### src/hw/rtl/bffs_div.sv
// Restoring divider, one quotient bit per cycle.
module bffs_div #(
    parameter int NUM_W = 19,
    parameter int DEN_W = 10
) (
    input  logic             aclk,
    input  logic             aresetn,
    input  logic             start,
    input  logic [NUM_W-1:0] num,
    input  logic [DEN_W-1:0] den,
    output logic             busy,
    output logic             done,
    output logic [NUM_W-1:0] quo
);

    localparam int CNT_W = $clog2(NUM_W + 1);

    logic [NUM_W-1:0] quo_reg, quo_next;
    logic [DEN_W-1:0] rem_reg, rem_next;
    logic [DEN_W-1:0] den_reg, den_next;
    logic [CNT_W-1:0] cnt_reg, cnt_next;
    logic             busy_reg, busy_next;
    logic             done_reg, done_next;
    logic [DEN_W:0]   trial;

    assign busy = busy_reg;
    assign done = done_reg;
    assign quo  = quo_reg;

    always_comb begin
        trial     = {rem_reg, quo_reg[NUM_W-1]};
        quo_next  = quo_reg;
        rem_next  = rem_reg;
        den_next  = den_reg;
        cnt_next  = cnt_reg;
        busy_next = busy_reg;
        done_next = 1'b0;
        if (start) begin
            quo_next  = num;
            rem_next  = '0;
            den_next  = den;
            cnt_next  = CNT_W'(NUM_W);
            busy_next = 1'b1;
        end else if (busy_reg) begin
            if (trial >= {1'b0, den_reg}) begin
                rem_next = DEN_W'(trial - {1'b0, den_reg});
                quo_next = {quo_reg[NUM_W-2:0], 1'b1};
            end else begin
                rem_next = trial[DEN_W-1:0];
                quo_next = {quo_reg[NUM_W-2:0], 1'b0};
            end
            cnt_next = cnt_reg - 1'b1;
            if (cnt_reg == CNT_W'(1)) begin
                busy_next = 1'b0;
                done_next = 1'b1;
            end
        end
    end

    always_ff @(posedge aclk) begin
        quo_reg <= quo_next;
        rem_reg <= rem_next;
        den_reg <= den_next;
    end

    always_ff @(posedge aclk) begin
        if (!aresetn) begin
            cnt_reg  <= '0;
            busy_reg <= 1'b0;
            done_reg <= 1'b0;
        end else begin
            cnt_reg  <= cnt_next;
            busy_reg <= busy_next;
            done_reg <= done_next;
        end
    end

endmodule

### config.mk
export PLATFORM = sky130hd
export DESIGN_NAME = bffs_div
export DESIGN_NICKNAME = d
export VERILOG_FILES = /design/src/hw/rtl/bffs_div.sv
export SDC_FILE = /design/constraint.sdc
export NUM_CORES = 1
export LEC_CHECK = 0
export BUFFER_PORTS_ARGS = -buffer_cell sky130_fd_sc_hd__buf_4
export CAP_MARGIN = 10
export CORE_MARGIN = 3
export CORE_UTILIZATION = 55
export DETAILED_ROUTE_END_ITERATION = 7
export PLACE_DENSITY_LB_ADDON = 0.3
export SLEW_MARGIN = 10
export SYNTH_ARGS = -nofsm -noshare
export SYNTH_HDL_FRONTEND = slang
export SYNTH_SLANG_ARGS = --single-unit
export TNS_END_PERCENT = 1
### constraint.sdc
create_clock -name aclk -period 3.35 [get_ports aclk]
set_input_delay 1.005 -clock aclk [delete_from_list [all_inputs] [get_ports aclk]]
set_output_delay 1.005 -clock aclk [all_outputs]
set_load 0.01 [all_outputs]
# Word level (Yosys, flattened, before mapping)

Index checks and enable logic that the tools add are counted.

Input port bits: 32
Word-level logic and storage cells: 26
Flip-flop bits (word level): 46
Output and inout bits: 21

Bitwise operators: 2
$add $sub $neg: 2
Reduce and logical (&&, ||, !) cells: 3
Multiplexer cells: 10
Equal/unequal tests: 1
Order comparisons: 1

Operators by type and width:

| operator                                                               | count |
|---|---|
| 19-bit 2-to-1 mux                                                      | 2 |
| 11-bit by 10-bit >= comparator with 1-bit output                       | 1 |
| 10-bit 2-to-1 mux                                                      | 1 |
| 5-bit 2-to-1 mux                                                       | 2 |
| 10-bit subtractor                                                      | 1 |
| 5-bit by 1-bit equality test with 1-bit output (second input constant) | 1 |
| 1-bit 2-to-1 mux                                                       | 5 |
| 5-bit by 1-bit subtractor with 5-bit output (second input constant)    | 1 |
| 3-bit OR reduction                                                     | 1 |
| 1-bit NOT                                                              | 2 |
| 2-bit nonzero test                                                     | 1 |
| 2-bit OR reduction                                                     | 1 |

# Logic depth before layout (Yosys ltp)

Gate-level depths: netlist (run 1).

Depth after elaboration: 4
Gate-level depth with buffers: 10
Mapped depth without buffers: 10

# Least setup slack after synthesis (run 1)

No wires, ideal clock.

Path kind: flip-flop to flip-flop
Start point: register quo_reg[18] (netlist: quo[18])
End point: register rem_reg[8]
Setup slack: 1218 ps
Library setup time: 124 ps
Path buffers: 0
Data arrival time: 2008 ps
Clock period less this slack: 2132 ps
Cell stages (with the launch flop): 11
Required time: 3226 ps
Cell sequence: edfxtp_1 -> inv_1 -> ha_1 -> inv_1 -> fa_1 -> a211oi_1 -> nor2_1 -> o22ai_1 -> xor2_1 -> nand3_1 -> o311a_2

Longest elaborated chain between the ends: 2
Elaborated cells on any way between the ends: 3
Classes of those cells: add/sub: 1; order compare: 1; mux: 1

Ends and longest elaborated chain:

| item                                                                                  | RTL line | source |
|---|---|---|
| from (decl)                                                                           | 18       | `logic [NUM_W-1:0] quo_reg, quo_next;` |
| from (signal assigned)                                                                | 61       | `quo_reg <= quo_next;` |
| 10-bit subtractor or 11-bit by 10-bit >= comparator with 1-bit output (tied branches) | 46, 45   |  |
| 10-bit 2-to-1 mux *                                                                   | 45       | `if (trial >= {1'b0, den_reg}) begin` |
| to (signal assigned)                                                                  | 62       | `rem_reg <= rem_next;` |
| to (decl)                                                                             | 19       | `logic [DEN_W-1:0] rem_reg, rem_next;` |

Every way passes the cells marked *; elsewhere a longest branch is shown, timed or not.
A chain may end at the register's enable or synchronous reset.

# Worst setup path after layout (run 1)

Ends and elaborated chain as after synthesis.

==> impl_metrics.tcl, run 1 <==
set metrics [dict create \
    status "finished, final reports clean" \
    crit_arrival_ps 2480 \
    seq_area_um2 1210 \
    routedWlPerCell_um 14.6 \
    r2r_setup_slack_ps 1060 \
    grt_max_degree 41 \
    fmax_mhz 436 \
    hold_ws_ps 500 \
    avgSynthCellArea_um2 11.7 \
    setup_ws_ps 1060 \
    fin_crit_sh 0.684 \
    overflow 0 \
    die_x_um 71.2 \
    postRouteAntennaNets 0 \
    cts_root_buf "clkbuf_8" \
    finalSetupViolations 0 \
    synth_edf_count 29 \
    tightest_slew_ps 784 \
    grt_pass1_wl_um 7480 \
    synth.distinct_cells 40 \
    crit_path_start_kind "flip-flop" \
    path_class "flip-flop to flip-flop" \
    hpwl_um 3220 \
    clockBufferDepth 2 \
    postSynthNetCount 244 \
    port_buffers 52 \
    cts_made_buffers 5 \
    ys.flop_type "edfxtp_1" \
    tns_ps 0 \
    rr_worst_depth 10 \
    cts_htree_levels 2 \
    placedCellCount 297 \
    ir_drop_uv 319 \
    rsz0062_at_grt "no" \
    grt_pass1_vias 1572 \
    gp_congestion 0.864 \
    die_h_um 71.2 \
    io_pins 53 \
    ys_warn_count 0 \
    required_ps 3540 \
    cellPowerDensity_nw_per_um2 470 \
    post-cts-setup-buffers 0 \
    n_antenna_cell 0 \
    synthCells 199 \
    start_util 0.576 \
    hold_viol_final 0 \
    netlist_area_um2 2340 \
    maxSlewViolCount 0 \
    dpl_worst_slack_ps 1070 \
    use_met1 0.267 \
    mostFrequentLayoutCells "buf_4 (54), edfxtp_1 (29), mux2_2 (19)" \
    crit-reg2reg-capture "rem_reg[8]" \
    min_from "rem_reg[5]" \
    tritoncts "yes" \
    grt_use_met3 0.0426 \
    num_rows 23 \
    detail_route.vias_per_cell 5.47 \
    cts_sinks 46 \
    top_usage_layer "met2" \
    cts_resized 0 \
    min_to "rem_reg[5]" \
    core_area_um2 4060 \
    drv_cap 0 \
    dieArea_um2 5070 \
    r2r_start "quo[18]" \
    min_path_cells 2 \
    grtUsageMet2 0.285 \
    drt_wl_total_um 4450 \
    drc 0 \
    cts_hold_buf 0 \
    insertion_delay_ps 290 \
    final_common_cell "buf_4" \
    seq_area_frac_synth 0.518 \
    drive_gt1_frac 0.345 \
    post-route-min-period_ps 2290 \
    worstHoldPathType "flip-flop to flip-flop" \
    instances_no_fill 305 \
    fill_cells 307 \
    synth-async-reset-ratio 0 \
    path_clk_slew_ps 80 \
    final_nets 299 \
    track_usage 0.188 \
    slew_headroom 0.476 \
    largest_register_ffs 19 \
    dr.pass1.iters 4 \
    cp_max_fo 3 \
    p_leak_uw 0.00124 \
    num_vias 1667 \
    antenna_found_initial 0 \
    multi_input_area_um2 1040 \
    setup.worst_path.end_class "flip-flop" \
    fin_worst_skew_ps 5.71 \
    postSynthRegisterBits 46 \
    first_iter_violations 110 \
    area_delta_synth_final_pct 22.2 \
]
cell type report:
| cell class | count | share of cell area |
|---|---|---|
| multi-input combinational | 132 | 0.364 |
| inverter | 15 | 0.0197 |
| clock buffer | 6 | 0.0254 |
| clock inverter | 2 | 0.00307 |
| timing repair buffer | 54 | 0.142 |
| sequential | 46 | 0.424 |
| tap | 50 | 0.0219 |
metrics by stage:
step | cell area (um^2) | power (uW) | utilization
final | 2860 | 1340 | 0.704
after global routing | 2860 | 1420 | 0.704
after CTS | 2860 | 1350 | 0.704
after detailed placement | 2780 | 1030 | 0.684
after global placement | 2780 | 1030 | 0.684
after floorplan | 2340 | 924 | -
worst max path at each step:
stage / to / depth (start not counted) / slack, ps / start
after floorplan: rem_reg[8] / 10 / 1220 / quo[18]
after global placement: quo[6] / 3 / 1100 / start
after detailed placement: quo[5] / 3 / 1070 / start
after CTS: rem_reg[8] / 10 / 1070 / quo[18]
after global routing: rem_reg[8] / 10 / 880 / quo[18]
final: rem_reg[8] / 10 / 1060 / quo[18]
metal layers:
metal  up-vias  share of wire
met2        53           0.47
met5         -              0
met3         7          0.052
met4         0          0.019
li1        839              -
met1       768           0.46
power breakdown:
group / total [uW] / switching, uW / internal [uW]
Sequential: 698 / 33.8 / 664
Clock: 316 / 173 / 144
Combinational: 328 / 163 / 165
Total: 1340 / 369 / 972
cells in the mapped netlist (2+ instances only):
library cell,instances,share of area
a211oi_1,7,0.022
a21boi_0,4,0.013
a21o_1,4,0.013
a21oi_1,4,0.0086
a31oi_1,3,0.0080
buf_1,2,0.0032
clkbuf_1,3,0.0048
dfxtp_1,17,0.15
edfxtp_1,29,0.37
ha_1,12,0.064
inv_1,15,0.024
mux2_2,19,0.092
mux2i_1,4,0.017
nand2_1,10,0.016
nand3_1,6,0.013
nor2_1,15,0.024
nor2b_1,4,0.011
nor3_1,4,0.0086
o21ai_0,2,0.0043
o21bai_1,2,0.0064
o22ai_1,4,0.011
o311a_2,2,0.0096
xnor2_1,5,0.019
xor2_1,6,0.022
cells by family after synthesis:
kind of cell | synth area share
and+or+nand+nor | 0.0996
DFF | 0.518
AOI/OAI and AO/OA | 0.123
muxes | 0.109
buffers and inverters | 0.0369
adders and majority gates | 0.0728
xor gates and xnor gates | 0.0412
critical path, cell delays in order, from the launching register on:
cell      delay [ps]
edfxtp_1         420
inv_1             80
ha_1             170
inv_1             50
fa_1             410
a211oi_1         340
nor2_1           120
o22ai_1          200
xor2_1           170
nand3_1           90
o311a_2          150
Note: power is estimated with default switching activity, not from simulation.
==> run 2: changes to the inputs <==
ABC_AREA = 1   (was default)
CORE_UTILIZATION = 49   (was 55)
clock period = 2.1 ns   (was 3.35 ns; I/O delays follow)
==> run 2 against run 1 <==
Compared with the run above:
- count of clock-buffer cells in the layout unchanged
- sequential power up 55%
- worst setup slack worse by 780 ps
- clock power up 74%
- via count up 29%
==> impl_metrics.tcl, run 2 <==
set metrics [dict create \
    status "finished, final reports clean" \
    crit_arrival_ps 2030 \
    final_nets 412 \
    dr_wl_met3_um 290 \
    num_rows 25 \
    cts_sinks 46 \
    cp_slowest_cell "edfxtp_1" \
    postRouteAntennaNets 0 \
    mostFrequentLayoutCells "nand2_1 (122), buf_4 (58), inv_1 (44)" \
    fin_crit_sh 0.869 \
    overflow 0 \
    cts_root_buf "clkbuf_8" \
    fmax_mhz 548 \
    wl_met1_um 2500 \
    avgSynthCellArea_um2 8.23 \
    drv_cap 0 \
    gp_congestion 0.869 \
    path_clk_slew_ps 90 \
    largest_register_ffs 19 \
    ys_warn_count 0 \
    ys_top_cells_by_count "nand2_1 (122), inv_1 (44), edfxtp_1 (29), nand3_1 (18), dfxtp_1 (17)" \
    intPower_uw 1460 \
    instances_no_fill 435 \
    maxSlewViolCount 0 \
    power_switching_uw 561 \
    routedWlPerCell_um 12.4 \
    worstPathCellList "inv_1, ha_1, inv_1, fa_1, nand3_1, nand2_1, nand2_1, nand3b_1, nand2_1, nand2_1, nand3_1, nand2_1" \
    synth-async-reset-ratio 0 \
    dr.max_layer_used "met4" \
    cts_made_buffers 5 \
    hpwl_um 4020 \
    hold_viol_final 0 \
    post-route-min-period_ps 1820 \
    p_clk_frac 0.272 \
    die_h_um 77.9 \
    first_iter_violations 134 \
    ys_top_cells_by_area "edfxtp_1 (34%), nand2_1 (18%), dfxtp_1 (13%), inv_1 (6.5%), ha_1 (5.9%)" \
    setup.worst_path.end_class "flip-flop" \
    placedCellCount 427 \
    start_util 0.523 \
    synthCells 308 \
    ys.flop_type "edfxtp_1" \
    core_area_um2 4850 \
    finalSetupViolations 0 \
    cts_resized 0 \
    cellPowerDensity_nw_per_um2 648 \
    tritoncts "yes" \
    cts_htree_levels 2 \
    required_ps 2300 \
    dr.pass1.iters 4 \
    swShare 0.278 \
    drt_wl_total_um 5410 \
    track_usage 0.192 \
    path_class "flip-flop to flip-flop" \
    num_vias 2144 \
    netlist.area_leader.share 0.344 \
    p_leak_uw 0.00162 \
    netlist_area_um2 2530 \
    grt_pass1_wl_um 9400 \
    grt_max_degree 28 \
    postSynthNetCount 353 \
    slew_headroom 0.779 \
    grt_pass1_vias 2129 \
    area_delta_synth_final_pct 22.8 \
    postSynthRegisterBits 46 \
    worstHoldPathType "flip-flop to flip-flop" \
    cpPeakStageDelay_ps 400 \
    port_buffers 52 \
    post-cts-setup-buffers 0 \
    tightest_slew_ps 331 \
    final_common_cell "nand2_1" \
    drive_gt1_frac 0.220 \
    synth.distinct_cells 30 \
    crit_path_start_kind "flip-flop" \
    die_x_um 77.9 \
    yosys.area.top_type "edfxtp_1" \
    seq_area_frac_synth 0.478 \
    yosysMostFrequentCell "nand2_1" \
    setup_ws_ps 276 \
    drc 0 \
    dieArea_um2 6070 \
    tns_ps 0 \
    critPathMostFrequentCell "nand2_1" \
    detail_route.vias_per_cell 4.93 \
    n_antenna_cell 0 \
    rsz0062_at_grt "no" \
    wl_met2_um 2540 \
    power_frac_seq 0.534 \
    dpl_worst_slack_ps 301 \
    fin_worst_skew_ps 4.85 \
    io_pins 53 \
    insertion_delay_ps 300 \
    clockBufferDepth 2 \
    synth_edf_count 29 \
    antenna_found_initial 0 \
    cts_hold_buf 0 \
    cp_max_fo 3 \
    power_frac_comb 0.194 \
    ir_drop_uv 386 \
]
run 2: routing by layer:
layer  vias up  global-route usage
li1       1095                   -
met1       983               0.248
met2        58               0.318
met3         8              0.0452
met4         0              0.0629
met5         -                   0
run 2: stage by stage:
step	hold WS, ps	cell area, um^2	power (uW)	utilization
final	473	3110	2020	0.642
after CTS	475	3110	2030	0.642
after global routing	486	3110	2120	0.642
after detailed placement	461	3030	1490	0.624
after global placement	457	3030	1480	0.624
after floorplan	444	2530	1310	-
run 2: kinds of logic (layout without fill, tap and decap cells):
kind of cell | after synthesis | after routing | synth area share
simple gates | 177 | 177 | 0.313
flops | 46 | 46 | 0.478
buf+inv | 51 | 111 | 0.0844
xor+xnor | 4 | 4 | 0.0138
fa+ha+maj | 13 | 13 | 0.0671
compound gates | 17 | 17 | 0.0439
run 2: power by group through the flow:
stage          registers, uW  clock network, uW  logic [uW]
5_1_grt                 1090                591         438
3_3_place_gp            1100                  0         383
6_report                1080                549         391
4_1_cts                 1080                558         393
3_5_place_dp            1100                  0         393
2_1_floorplan           1110                  0         202
run 2: cell type report:
type                       instances  area, um^2
clock buffer                       6        72.6
clock inverter                     2        13.8
fill                             446        1740
inverter                          44         165
multi-input combinational        211        1110
sequential                        46        1210
tap                               67        83.8
timing repair buffer              59         455
run 2: worst max-delay path, delay by kind of cell (launching register included):
| family | cells | cell delay [ps] |
|---|---|---|
| buffers and inverters | 2 | 170 |
| flip-flops | 1 | 400 |
| AND/OR/NAND/NOR | 8 | 650 |
| adder cells (fa/ha/maj) | 2 | 530 |
run 2: final timing paths:
check	start	to	slack, ps	depth (start not counted)
setup / recovery	quo[18]	rem_reg[6]	280	12
hold / removal	cnt_reg[4]	cnt_reg[4]	470	2
setup reg to reg	quo[18]	rem_reg[6]	280	12
hold reg to reg	cnt_reg[4]	cnt_reg[4]	470	2
