[config.mk]
export PLATFORM = sky130hd
export DESIGN_NAME = bffs_front
export DESIGN_NICKNAME = d
export VERILOG_FILES = /design/src/hw/rtl/bffs_pkg.sv /design/src/hw/rtl/bffs_front.sv
export SDC_FILE = /design/constraint.sdc
export NUM_CORES = 1
export LEC_CHECK = 0
export ABC_AREA = 1
export BUFFER_PORTS_ARGS = -buffer_cell sky130_fd_sc_hd__buf_2
export CORE_MARGIN = 2
export CORE_UTILIZATION = 50
export DETAILED_ROUTE_END_ITERATION = 10
export GPL_ROUTABILITY_DRIVEN = 0
export PLACE_DENSITY = 0.75
export SYNTH_ARGS = -nofsm -noshare
export SYNTH_HDL_FRONTEND = slang
export SYNTH_SLANG_ARGS = --single-unit
export TNS_END_PERCENT = 100
[constraint.sdc]
create_clock -name aclk -period 3 [get_ports aclk]
set_input_delay 0.3 -clock aclk [delete_from_list [all_inputs] [get_ports aclk]]
set_output_delay 0.3 -clock aclk [all_outputs]
set_load 0.02 [all_outputs]
[src/hw/rtl/bffs_pkg.sv]
// Shared types and constants for the box filter frequency split core.
package bffs_pkg;

    localparam int QUEUE_DEPTH = 4;
    localparam int QUEUE_AW    = 2;
    localparam int HIST_DEPTH  = 32;
    localparam int HIST_AW     = 5;
    localparam int CFG_W       = 11;
    localparam int TDATA_IN_W  = 8;
    localparam int TDATA_OUT_W = 24;

    localparam logic [10:0] RESET_FRAME_WIDTH  = 11'd640;
    localparam logic [10:0] RESET_FRAME_HEIGHT = 11'd480;
    localparam logic [3:0]  RESET_RADIUS       = 4'd1;

    localparam logic [1:0] REG_FRAME_WIDTH  = 2'd0;
    localparam logic [1:0] REG_FRAME_HEIGHT = 2'd1;
    localparam logic [1:0] REG_RADIUS       = 2'd2;

    localparam logic CMD_PIXEL = 1'b0;
    localparam logic CMD_DRAIN = 1'b1;

    typedef enum logic {
        KIND_PIXEL,
        KIND_DRAIN
    } kind_t;

    typedef struct packed {
        kind_t      kind;
        logic [7:0] pixel;
    } entry_t;

    typedef struct packed {
        logic [10:0] frame_width;
        logic [10:0] frame_height;
        logic [3:0]  radius;
    } cfg_t;

    typedef enum logic [1:0] {
        ST_IDLE,
        ST_CALC,
        ST_DIV,
        ST_EMIT
    } back_state_t;

endpackage

[src/hw/rtl/bffs_front.sv]
// Front end: accepts input items, classifies them and queues them for the back end.
module bffs_front (
    input  logic                   aclk,
    input  logic                   aresetn,
    input  logic                   s_tvalid,
    output logic                   s_tready,
    input  logic [7:0]             s_tdata,   // pixel
    input  logic                   s_tuser,   // command
    output bffs_pkg::entry_t       q_entry,
    output logic                   q_valid,
    input  logic                   q_pop
);

    bffs_pkg::entry_t                 mem_reg [bffs_pkg::QUEUE_DEPTH];
    logic [bffs_pkg::QUEUE_AW-1:0]    wr_ptr_reg, wr_ptr_next;
    logic [bffs_pkg::QUEUE_AW-1:0]    rd_ptr_reg, rd_ptr_next;
    logic [bffs_pkg::QUEUE_AW:0]      count_reg, count_next;
    bffs_pkg::entry_t                 new_entry;
    logic                             push;
    logic                             pop;

    assign s_tready = (count_reg != (bffs_pkg::QUEUE_AW+1)'(bffs_pkg::QUEUE_DEPTH));
    assign q_valid  = (count_reg != '0);
    assign q_entry  = mem_reg[rd_ptr_reg];
    assign push     = s_tvalid && s_tready;
    assign pop      = q_pop && q_valid;

    always_comb begin
        new_entry.pixel = s_tdata;
        new_entry.kind  = (s_tuser == bffs_pkg::CMD_DRAIN) ? bffs_pkg::KIND_DRAIN
                                                            : bffs_pkg::KIND_PIXEL;
        wr_ptr_next = push ? wr_ptr_reg + 1'b1 : wr_ptr_reg;
        rd_ptr_next = pop ? rd_ptr_reg + 1'b1 : rd_ptr_reg;
        count_next  = count_reg;
        if (push && !pop) begin
            count_next = count_reg + 1'b1;
        end else if (pop && !push) begin
            count_next = count_reg - 1'b1;
        end
    end

    always_ff @(posedge aclk) begin
        if (push) begin
            mem_reg[wr_ptr_reg] <= new_entry;
        end
    end

    always_ff @(posedge aclk) begin
        if (!aresetn) begin
            wr_ptr_reg <= '0;
            rd_ptr_reg <= '0;
            count_reg  <= '0;
        end else begin
            wr_ptr_reg <= wr_ptr_next;
            rd_ptr_reg <= rd_ptr_next;
            count_reg  <= count_next;
        end
    end

endmodule

# ---- Word level (Yosys, flattened, before mapping)
# Memory sizes are Yosys's and may differ from the RTL's. A register that Yosys moved wholly into a read port is not among the register bits.
# Cells that the tools add are included.
dict set report totals {
  register_bits 7
  latchBits 0
  ram_bits 36
  rom_bits 0
  out_inout_bits 11
  n_memories 1
}
# memory words width rd rd_ports_with_merged_regs write_ports line
set memory_table {}
lappend memory_table {mem_reg 4 9 1 1 1 bffs_front.sv:14} ;# bffs_pkg::entry_t mem_reg [bffs_pkg::QUEUE_DEPTH];
dict set report classes {
  add_sub_neg 4
  n_mul 0
  div_mod_pow 0
  n_lt_le_gt_ge 0
  eq_ne 1
  n_shift 0
  n_mux 7
  n_bitwise 0
  n_reduce_logical 8
}
# operator count
set op_table {}
lappend op_table {{$mux 3} 2}
lappend op_table {{$add 2x1->2 const B} 2}
lappend op_table {{$logic_and 1x1->1} 4}
lappend op_table {{$mux 2} 2}
lappend op_table {{$add 3x1->3 const B} 1}
lappend op_table {{$mux 1} 3}
lappend op_table {{$ne 3x3->1 const B} 1}
lappend op_table {{$reduce_bool 3->1} 1}
lappend op_table {{$sub 3x1->3 const B} 1}
lappend op_table {{$logic_not 1->1} 2}
lappend op_table {{$reduce_bool 2->1} 1}

# ---- Logic depth before layout (Yosys ltp)
# Gate-level depths: netlist of run 1.
dict set report depth {
  depth_word 6
  mapped_depth 13
  depth_no_buf 13
}

# ---- Worst setup path before layout of run 1
# OpenSTA, ideal clock, no wires.
dict set report synth_timing {
  path_type {register to register}
  startpoint {reg count_reg[1] in the netlist's numbering}
  endpoint {reg count_reg[1] in the netlist's numbering}
  arrival_time_ns 1.590
  required_time_ns 2.884
  slack_ns 1.294
  stages_incl_launch_ff 10
  synth_period_minus_slack_ns 1.706
  path_cell_list {dfxtp_1 -> nor2_4 -> nand2_4 -> nand2_4 -> inv_2 -> ha_1 -> inv_1 -> fa_1 -> o21ai_0 -> nor2_1}
}
dict set report synth_via {
  elab_cells_between_ends 13
  classes_between {add/sub: 2; eq/ne: 1; mux: 2; reduce/logical: 8}
}
# item line
set synth_rtl {}
lappend synth_rtl {{start: declaration} bffs_front.sv:17} ;# logic [bffs_pkg::QUEUE_AW:0] count_reg, count_next;
lappend synth_rtl {{start signal: assignment} bffs_front.sv:56} ;# count_reg <= count_next;
lappend synth_rtl {{$ne 3x3->1} bffs_front.sv:22} ;# assign s_tready = (count_reg != (bffs_pkg::QUEUE_AW+1)'(bffs_pkg::QUEUE_DEPTH));
lappend synth_rtl {{named net s_tready} bffs_front.sv:6} ;# output logic s_tready,
lappend synth_rtl {{$logic_and 1x1->1} bffs_front.sv:25} ;# assign push = s_tvalid && s_tready;
lappend synth_rtl {{named net push} bffs_front.sv:19} ;# logic push;
lappend synth_rtl {{$logic_and 1x1->1} bffs_front.sv:35} ;# if (push && !pop) begin
lappend synth_rtl {{$mux 3} bffs_front.sv:35}
lappend synth_rtl {{named net count_next, one bit} bffs_front.sv:17}
# The timed path passes the listed nets, and every way through them passes these cells. The select of a mux whose other input is x is not followed.
# A chain may end at the register's enable or synchronous reset.

==> run summary, run 1 <==
The overall global routing resource usage is 0.174. After detailed placement, the total cell area comes to around 2000 um2. The die extent in y is about 65 um. The sequential element share of the synthesized area came out at 0.677. Summing all non-filler instances in the final layout gives an area of approximately 2100 um2. The total via count after detailed routing is about 1200.

The cell depth of the worst flop-to-flop path came out at 9. The number of setup violations in the final report came out at 0. The fmax is approximately 490 MHz. The iteration count of the initial detailed-routing pass is 5. The starting density of the core is 0.512. The critical path is of the register to output port type. The via count of the first global-routing pass came out at 1213. The initial antenna violation count came out at 0. The number of levels in the clock H-tree is 2. Across the run, the number of max-cap violations was 0.

The power density relative to cell area came out at approximately 900 nW/um2. The worst clock skew is slightly above 0.006 ns. The synthesized area came out at approximately 1900 um2. The post-CTS resize count came out at 0. The via density per instance is about 5.3. The count of nets left with antenna violations once routing finished came out at 0.

Dividing the final minimum period by the clock period gives 0.682. The most area-hungry cell type in the Yosys netlist is edfxtp_1. For this design the top-level I/O count stands at 24. The required time reported for the critical path endpoint came out at 2.70 ns.

Setup repair after global routing left no endpoint under its margin. The number of buffers inserted for hold repair after clock tree synthesis came out at 0. The clock latency reported for the late side of the worst-skew pair came out at ~0.30 ns. The worst-margin pin slew came out at between 0.8 and 0.9 ns. The number of nets in the synthesized netlist is around 170. The post-CTS setup repair buffer count came out at 0. After global routing the overflow that remains totals 0.

The aggregate negative setup slack is 0 ns. The maximum number of pins on one net before global-route repair is 20. The final worst setup slack came out at between 0.9 and 1 ns. The tree is rooted in a clkbuf_8. The area fraction of the dominant cell type after synthesis came out at 0.581. The total wirelength of the detailed-routed design is roughly 3100 um.

In the final design database the tool counted 200 nets. The core box area is between 3000 and 4000 um2. The worst setup path is launched from a register. In the post-synthesis netlist, the biggest area contributors are edfxtp_1 (58%), dfxtp_1 (9.7%), nor2_1 (6.3%). The number of hold-slack violations in the final timing report came out at 0. Synthesis instantiated 20 different standard cells from the library.

At the placement stage, the worst setup path has a slack of ~1.2 ns. The shortest clock period the worst path allows after layout came out at between 2 and 2.5 ns. The clock tree buffer depth is 2. The number of DRC markers after the initial detailed-route iteration is 60. The overall die area came out at ~4200 um2. The max-slew violation count is 0. The count of yosys warnings during synthesis is 0. The area added between synthesis and finish is 14.8%. The fraction of layout cells with a size suffix above 1 came out at 0.220.

The chip width is around 65 um. The CTS clock-pin slew for the worst setup and hold paths came out at approximately 0.08 ns. The tightest min-delay check is of the primary input to register type. The row count is 22. The number of antenna diodes in the final layout is 0. Summed over all cells, the static leakage comes to ~0.83 nW. The mean post-synth cell area is 12.1 um2. The relative slew slack came out at 0.410. The half-perimeter wire length after detailed placement came out at 2120 um. The total clock buffers created by CTS is 5. The worst ir drop on vdd came out at around 450 uV. After detailed routing, the number of remaining DRC violations is 0. The number of buffer cells added on primary ports is 23. The largest fanout on the critical path came out at 19. The clock drives 45 sinks.

The number of flip-flops under the largest register name is 36. The wire length per cell came out at 13.6 um. The CTS tree is done. The worst setup path is captured at an output port.

The number of storage elements in the synthesis netlist is 45. The depth of the worst hold-timing path came out at 1. The data arrival time at the worst-slack endpoint is 1.74 ns.

The wire length of the first global-routing pass is 5240 um. The count of mapped cells out of synthesis is 154. The flow ran to the end, and the final reports show no timing, DRC or antenna violations.
==> synthesized netlist by cell type <==
master	count
a21oi_1	3
inv_2	2
ha_1	5
nand2_4	4
nor2_1	31
nor2_4	1
xor2_1	1
o21ai_1	2
edfxtp_1	36
buf_6	3
o22ai_1	9
fa_1	1
nand3_1	4
nand2_2	1
inv_6	1
o21ai_0	17
nand2_1	10
inv_1	13
dfxtp_1	9
nand3b_1	1
==> report_power, final <==
group / leakage (nW) / internal [W] / switching, W
combinational: 0.355 / 0.000186 / 0.000358
clock: 0.0681 / 0.000330 / 0.000192
sequential: 0.404 / 0.000765 / 0.0000779
total: 0.827 / 0.00128 / 0.000627
==> cell usage in the layout, fill, tap and decap left out, types with 5 or more instances in the layout <==
cell,Yosys,final
o22ai_1,9,9
inv_1,13,13
buf_2,0,23
ha_1,5,5
edfxtp_1,36,36
nand2_1,10,10
dfxtp_1,9,9
o21ai_0,17,17
nor2_1,31,31
clkbuf_8,0,5
==> routing by layer <==
metal | track usage | vias to the layer above | part of all wire
li1 | - | 584 | -
met1 | 0.171 | 596 | 0.39
met2 | 0.325 | 26 | 0.54
met3 | 0.0590 | 6 | 0.043
met4 | 0.0781 | 0 | 0.020
met5 | 0 | - | 0
==> layout make-up <==
| class | count | area [um2] |
|---|---|---|
| Tap cell | 48 | 60.1 |
| Sequential cell | 45 | 1260 |
| Clock inverter | 3 | 65.1 |
| Timing Repair Buffer | 23 | 115 |
| Fill cell | 302 | 1500 |
| Multi-Input combinational cell | 90 | 502 |
| Clock buffer | 5 | 68.8 |
| Inverter | 16 | 65.1 |
==> worst paths after layout <==
| kind | startpoint | end | slack [ns] |
|---|---|---|---|
| worst min register to register | rd_ptr_reg[0] | rd_ptr_reg[0] | 0.50 |
| worst max register to register | count_reg[1] | count_reg[1] | 1.18 |
| worst min-delay path | s_tdata[4] | mem_reg[2][4] | 0.21 |
| worst max-delay path | register | q_entry[6] | 0.96 |
==> critical path: stages (launching register included) <==
cell	delay (ns)
dfxtp_1	0.80
o21ai_0	0.24
o22ai_1	0.21
buf_2	0.19
==> kinds of logic (layout without fill, tap and decap cells) <==
kind of cell / after synthesis / in the layout / synth area share
buffers and inverters: 19 / 47 / 0.0531
XOR/XNOR: 1 / 1 / 0.00471
AO/OA/AOI/OAI: 31 / 31 / 0.0894
adder cells (fa/ha/maj): 6 / 6 / 0.0444
AND/OR/NAND/NOR: 52 / 52 / 0.131
flip-flops: 45 / 45 / 0.677
==> stage by stage <==
step / utilization / hold slack (ns) / power, W / std cells
6_report: 0.588 / 0.211 / 0.00191 / 230
5_1_grt: 0.588 / 0.199 / 0.00202 / 230
4_1_cts: 0.588 / 0.206 / 0.00192 / 230
3_5_place_dp: 0.551 / 0.495 / 0.00141 / 222
3_3_place_gp: 0.551 / 0.480 / 0.00137 / 222
2_1_floorplan: - / 0.399 / 0.00126 / 154
Power figures use the tool's default switching activity.
==> run 2, diff against run 1 <==
--- a/config.mk
+++ b/config.mk
@@ -11,7 +11,7 @@
 export CORE_UTILIZATION = 50
 export DETAILED_ROUTE_END_ITERATION = 10
 export GPL_ROUTABILITY_DRIVEN = 0
-export PLACE_DENSITY = 0.75
+export PLACE_DENSITY = 0.77
 export SYNTH_ARGS = -nofsm -noshare
 export SYNTH_HDL_FRONTEND = slang
 export SYNTH_SLANG_ARGS = --single-unit
==> constraint.sdc (replaced) <==
create_clock -name aclk -period 1.85 [get_ports aclk]
set_input_delay 0.185 -clock aclk [delete_from_list [all_inputs] [get_ports aclk]]
set_output_delay 0.185 -clock aclk [all_outputs]
set_load 0.02 [all_outputs]
==> run summary, run 2 (synthesized netlist as in run 1, its figures left out) <==
The worst ir drop on vdd is 789 uV (was 450 uV). The count of antenna-violating nets left after detailed routing is 0 (unchanged). The initial antenna violation count was 0 (unchanged).

The iteration count of the initial detailed-routing pass came out at 4 (was 5). The core box area was 3630 um2 (unchanged). The routed design could run at a clock period as short as about 1.8 ns. The non-filler instance count after layout was 235 (was 230). The root buffer selected by CTS is clkbuf_8 (unchanged). The end point of the critical path is count_reg[1] (was q_entry[6]). The post-CTS resize count came to 0 (unchanged).

The pre-CTS worst setup slack came out at 0.0472 ns (was 1.20 ns). The most critical setup path has its startpoint at count_reg[1]. The worst-margin pin slew came out at 0.351 ns (was 0.882 ns). The worst clock skew came out at 0.0116 ns (was 0.00618 ns). The fmax came out at 571 MHz. The via count of the first global-routing pass is 1244 (was 1213).

The number of buffer cells added on primary ports is 23 (unchanged). The number of setup violations in the final report is 0 (unchanged). The post-CTS setup repair buffer count came out at 0 (unchanged). The number of max-capacitance violations reported came out at 0 (unchanged). The overall die area came out at 4230 um2 (unchanged).

The number of flip-flops under the largest register name is 36 (unchanged). The wire length of the first global-routing pass is 5250 um (was 5240 um). The number of hold-slack violations in the final timing report is 0 (unchanged). The area added between synthesis and finish came to 14.1% (was 14.8%).

Most frequent cells in the layout: edfxtp_1 (36), nor2_1 (31), buf_2 (23), o21ai_0 (16), inv_1 (13) (was edfxtp_1 (36), nor2_1 (31), buf_2 (23), o21ai_0 (17), inv_1 (13)). The startpoint-to-endpoint class of the critical path was register to register (was register to output port). The core occupancy in the finished layout came out at 0.585 (was 0.588). The row count came out at 22 (unchanged). The CTS tree is done (unchanged). The number of DRC markers after the initial detailed-route iteration came out at 51 (was 60).

Unrepaired setup endpoints after global routing: yes (was no). The final global-route overflow total was 0 (unchanged). The starting density of the core is 0.512 (unchanged). The leading cell type in the layout, fill and taps excluded was edfxtp_1 (unchanged). The total clock buffers created by CTS came out at 5 (unchanged).

The die extent in y is 65.0 um (unchanged). The count of antenna diodes in the layout is 0 (unchanged). The CTS clock-pin slew for the worst setup and hold paths is 0.08 ns (about the same).

The leakage power is 0.828 nW (was 0.827 nW). The relative slew slack came out at 0.766 (was 0.410). The total wirelength of the detailed-routed design is 3170 um (was 3130 um). The number of buffers inserted for hold repair after clock tree synthesis came out at 0 (unchanged).

The number of placed I/O pins is 24 (unchanged). The maximum number of pins on one net before global-route repair came out at 20 (unchanged). The chip width came to 65.0 um (unchanged). The type of element launching the critical path is a register (unchanged).

The worst flop-to-flop path startpoint is count_reg[1] (unchanged). The via density per instance came to 5.14 (was 5.27). The max-slew violation count is 0 (unchanged).

The post-layout net count is 205 (was 200). The endpoint of the lowest-slack register-to-register path is count_reg[1] (unchanged). The final worst setup slack came out at 0.0985 ns (was 0.955 ns). The endpoint class of the critical path is a register (was output port). The total via count after detailed routing is 1207 (was 1212). The clock sink count came out at 45 (unchanged). The type of the most critical hold path is primary input to register (unchanged). The number of levels in the clock H-tree is 2 (unchanged). The required time reported for the critical path endpoint came out at 2.04 ns (was 2.70 ns).

The cell total after placement came out at 227 (was 222). The wire length per cell was 13.5 um (was 13.6 um). The power density relative to cell area came out at 1340 nW/um2 (was 894 nW/um2). The data arrival time at the worst-slack endpoint is 1.95 ns (was 1.74 ns). The total DRC errors in the routed layout came to 0 (unchanged). The clock latency reported for the late side of the worst-skew pair is 0.30 ns (about the same).

The overall global routing resource usage is 0.169 (was 0.174). The half-perimeter wire length after detailed placement is 2180 um (was 2120 um). The total power is 0.00284 W (was 0.00191 W). The reg-to-reg setup timing slack came out at 0.1 ns (was 1.18 ns). The fraction of layout cells with a size suffix above 1 came out at 0.241 (was 0.220).

Result of the run: finished, final reports clean (unchanged). The clock tree buffer depth came out at 2 (unchanged). Of the available clock period, the critical path in the final layout requires 0.947. The cell depth of the worst flop-to-flop path is 9 (unchanged). The largest fanout on the critical path came to 5 (was 19).
-- run 2: how the worst min path moves through the flow --
stage | startpoint | endpoint | slack (ns) | depth (start not counted)
2_1_floorplan | s_tdata[0] | mem_reg[0][0] | 0.28 | 0
3_3_place_gp | s_tdata[1] | mem_reg[0][1] | 0.39 | 1
3_5_place_dp | s_tdata[2] | mem_reg[3][2] | 0.40 | 1
4_1_cts | s_tdata[5] | mem_reg[1][5] | 0.09 | 1
5_1_grt | s_tuser | mem_reg[1][8] | 0.09 | 1
6_report | s_tuser | mem_reg[2][8] | 0.1 | 1
-- run 2: cell type report --
| class | instances | area (um2) |
|---|---|---|
| tap | 48 | 60.1 |
| fill | 308 | 1510 |
| timing repair buffer | 28 | 153 |
| clock buffer | 7 | 76.3 |
| inverter | 16 | 65.1 |
| clock inverter | 1 | 5.00 |
| multi-input combinational | 90 | 502 |
| sequential | 45 | 1260 |
-- run 2: critical path, stage by stage (launching register included) --
cell	delay [ns]
dfxtp_2	0.35
nor2_4	0.16
nand2_4	0.08
nand2_4	0.09
inv_2	0.05
ha_1	0.21
inv_1	0.10
fa_1	0.42
o21ai_1	0.14
nor2_1	0.05
-- run 2: report_power, final --
part / total, W / internal (W) / leakage, nW / switching, W
Combinational: 0.000946 / 0.000326 / 0.382 / 0.000620
Clock: 0.000563 / 0.000265 / 0.0422 / 0.000298
Sequential: 0.00133 / 0.00124 / 0.405 / 0.0000857
-- run 2: metal layers --
layer / share of wire / GRT usage / routed length (um) / vias to the layer above
met5: 0 / 0 / 0 / -
met4: 0.017 / 0.0703 / 53 / 0
met3: 0.054 / 0.0538 / 171 / 5
met2: 0.51 / 0.317 / 1630 / 28
met1: 0.42 / 0.170 / 1320 / 581
li1: - / - / - / 593
-- run 2: through the flow --
step / hold WS [ns] / instance area [um2] / setup TNS, ns
finish: 0.0994 / 2120 / 0
floorplan: 0.284 / 1860 / 0
global route: 0.0934 / 2120 / -0.0273
detailed placement: 0.401 / 2040 / 0
global placement: 0.394 / 2040 / 0
CTS: 0.0939 / 2120 / 0
==> run 3, diff against run 2 <==
--- a/config.mk
+++ b/config.mk
@@ -7,11 +7,13 @@
 export LEC_CHECK = 0
 export ABC_AREA = 1
 export BUFFER_PORTS_ARGS = -buffer_cell sky130_fd_sc_hd__buf_2
+export CELL_PAD_IN_SITES_DETAIL_PLACEMENT = 1
+export CELL_PAD_IN_SITES_GLOBAL_PLACEMENT = 1
 export CORE_MARGIN = 2
-export CORE_UTILIZATION = 50
+export CORE_UTILIZATION = 41
 export DETAILED_ROUTE_END_ITERATION = 10
 export GPL_ROUTABILITY_DRIVEN = 0
-export PLACE_DENSITY = 0.77
+export PLACE_DENSITY = 0.78
 export SYNTH_ARGS = -nofsm -noshare
 export SYNTH_HDL_FRONTEND = slang
 export SYNTH_SLANG_ARGS = --single-unit
==> run summary, run 3 (synthesized netlist as in run 1, its figures left out) <==
The number of DRC markers after the initial detailed-route iteration was 75 (was 51). The power density relative to cell area is 1370 nW/um2 (was 1340 nW/um2). The CTS tree was done (unchanged).

The number of max-capacitance violations reported is 0 (unchanged). The via density per instance came out at 5.08 (was 5.14). The root buffer selected by CTS was clkbuf_8 (unchanged). The wire length of the first global-routing pass is 6420 um (was 5250 um). The core occupancy in the finished layout is 0.491 (was 0.585). Most frequent cells in the layout: edfxtp_1 (36), nor2_1 (31), buf_2 (23), o21ai_0 (16), inv_1 (12) (was edfxtp_1 (36), nor2_1 (31), buf_2 (23), o21ai_0 (16), inv_1 (13)). The worst flop-to-flop path startpoint is count_reg[1] (unchanged).

The type of the most critical hold path was primary input to register (unchanged). The required time reported for the critical path endpoint came out at 2.04 ns (about the same). The clock tree buffer depth came out at 2 (unchanged). The number of cells on the critical path is 12 (was 9). The count of antenna-violating nets left after detailed routing was 0 (unchanged). The number of flip-flops under the largest register name came out at 36 (unchanged). The total via count after detailed routing came to 1214 (was 1207). The area added between synthesis and finish was 14.9% (was 14.1%). The initial antenna violation count came to 0 (unchanged). The CTS clock-pin slew for the worst setup and hold paths came to 0.08 ns (about the same). The fraction of layout cells with a size suffix above 1 is 0.262 (was 0.241). The first element of the critical path is count_reg[1] (unchanged). The core box area came to 4350 um2 (was 3630 um2).

The cell family with the largest share of critical-path delay is simple AND/OR/NAND/NOR gates (was adder cells). The clock sink count came to 45 (unchanged). The data arrival time at the worst-slack endpoint is 1.94 ns (was 1.95 ns). The startpoint-to-endpoint class of the critical path is register to register (unchanged). The shortest clock period the worst path allows after layout is 1.75 ns (about the same). The number of placed I/O pins was 24 (unchanged). The number of setup violations in the final report is 0 (unchanged).

The worst-margin pin slew was 0.347 ns (was 0.351 ns). The share of the clock period used by the worst path came out at 0.945 (was 0.947). The depth of the worst hold-timing path came out at 1 (unchanged). The number of levels in the clock H-tree is 2 (unchanged).

The maximum number of pins on one net before global-route repair was 20 (unchanged). The type of element launching the critical path was a register (unchanged). The endpoint class of the critical path is a register (unchanged). The number of buffers inserted for hold repair after clock tree synthesis came out at 0 (unchanged). The worst slack on hold paths was 0.105 ns (was 0.0994 ns). The total DRC errors in the routed layout came out at 0 (unchanged). The highest-delay cell along the critical path was dfxtp_2 (was fa_1).

The end point of the critical path is count_reg[2] (was count_reg[1]). The worst clock skew is 0.00211 ns (was 0.0116 ns). The half-perimeter wire length after detailed placement is 2830 um (was 2180 um). The post-layout net count is 205 (unchanged). The count of antenna diodes in the layout came out at 0 (unchanged).

The via count of the first global-routing pass came out at 1394 (was 1244). Cell-by-cell trace of the critical path: nor2_4, nand2_4, nand2_4, ha_2, inv_2, fa_2, inv_1, nand2_1, nand3_1, nand2_1, nand2_1, nor2_1 (was nor2_4, nand2_4, nand2_4, inv_2, ha_1, inv_1, fa_1, o21ai_1, nor2_1). The endpoint of the lowest-slack register-to-register path was count_reg[2] (was count_reg[1]). The worst ir drop on vdd was 517 uV (was 789 uV). The wire length per cell is 16.2 um (was 13.5 um). The die extent in y came to 71.4 um (was 65.0 um). The leading cell type in the layout, fill and taps excluded is edfxtp_1 (unchanged). The final global-route overflow total came to 0 (unchanged).

The overall die area is 5100 um2 (was 4230 um2). The largest fanout on the critical path was 4 (was 5). The leakage power was 0.827 nW (was 0.828 nW). The iteration count of the initial detailed-routing pass was 4 (unchanged). The fmax is 572 MHz (was 571 MHz). The reg-to-reg setup timing slack is 0.10 ns (was 0.1 ns). The max-slew violation count came out at 0 (unchanged). The number of hold-slack violations in the final timing report came out at 0 (unchanged). The total clock buffers created by CTS came out at 5 (unchanged). The final worst setup slack came out at 0.102 ns (was 0.0985 ns). The highest cell delay on the worst timing path is 0.36 ns (was 0.42 ns). The relative slew slack came to 0.768 (was 0.766). The chip width is 71.4 um (was 65.0 um). The final-layout fill cell count is 463 (was 308).

The row count is 24 (was 22). Result of the run: finished, final reports clean (unchanged). The number of buffer cells added on primary ports came out at 23 (unchanged).

The overall global routing resource usage came out at 0.170 (was 0.169). The cell depth of the worst flop-to-flop path came out at 12 (was 9). The pre-CTS worst setup slack is -0.0783 ns (was 0.0472 ns). The post-CTS setup repair buffer count came to 0 (unchanged). The aggregate negative setup slack is 0 ns (unchanged). The cell occurring most often along the worst timing path is nand2_1 (was nand2_4). The starting density of the core was 0.428 (was 0.512). The total wirelength of the detailed-routed design is 3880 um (was 3170 um). The critical path buffer and inverter count came out at 2 (unchanged). The clock latency reported for the late side of the worst-skew pair is 0.29 ns (was 0.30 ns).
## run 3: how the worst min path moves through the flow
stage,start,slack (ns),endpoint
2_1_floorplan,s_tdata[0],0.28,mem_reg[0][0]
3_3_place_gp,s_tdata[3],0.39,mem_reg[3][3]
3_5_place_dp,s_tdata[1],0.40,mem_reg[1][1]
4_1_cts,s_tdata[5],0.1,mem_reg[2][5]
5_1_grt,s_tdata[3],0.1,mem_reg[1][3]
6_report,s_tdata[5],0.10,mem_reg[2][5]
## run 3: per-stage QoR
step | power (W) | cell area (um2) | instances
floorplan | 0.00204 | 1860 | 154
global placement | 0.00226 | 2050 | 231
detailed placement | 0.00236 | 2050 | 231
CTS | 0.00292 | 2130 | 239
global route | 0.00309 | 2140 | 239
finish | 0.00292 | 2140 | 239
## run 3: layout make-up
cell class                      count  area, um2  share of cell area
Sequential cell                    45       1260               0.591
Clock inverter                      1       5.00             0.00234
Clock buffer                        7       76.3              0.0357
Inverter                           16       65.1              0.0304
Timing Repair Buffer               28        153              0.0714
Tap cell                           52       65.1              0.0304
Multi-Input combinational cell     90        510               0.239
## run 3: report_power, final
group	internal (W)	switching (W)
registers	0.00124	0.0000906
logic	0.000343	0.000675
clock network	0.000265	0.000302
total	0.00185	0.00107
## run 3: worst reg2reg max path: stages, from the launching register on
cell and delay (ns):
dfxtp_2 0.36, nor2_4 0.17, nand2_4 0.09, nand2_4 0.08, ha_2 0.19, inv_2 0.05, fa_2 0.34, inv_1 0.06
nand2_1 0.05, nand3_1 0.09, nand2_1 0.07, nand2_1 0.06, nor2_1 0.04
## run 3: repair_timing
action                                  in CTS  in global routing
resized for setup                            3                  4
pin swaps                                    2                  1
endpoints found under the setup margin       2                  2
## run 3: routing by layer
metal  up-vias  part of all wire  track usage  routed length, um
met3         5             0.033       0.0309                129
li1        590                 -            -                  -
met1       598              0.40        0.187               1540
met5         -                 0            0                  0
met2        21              0.55        0.317               2150
met4         0             0.015       0.0734                 57
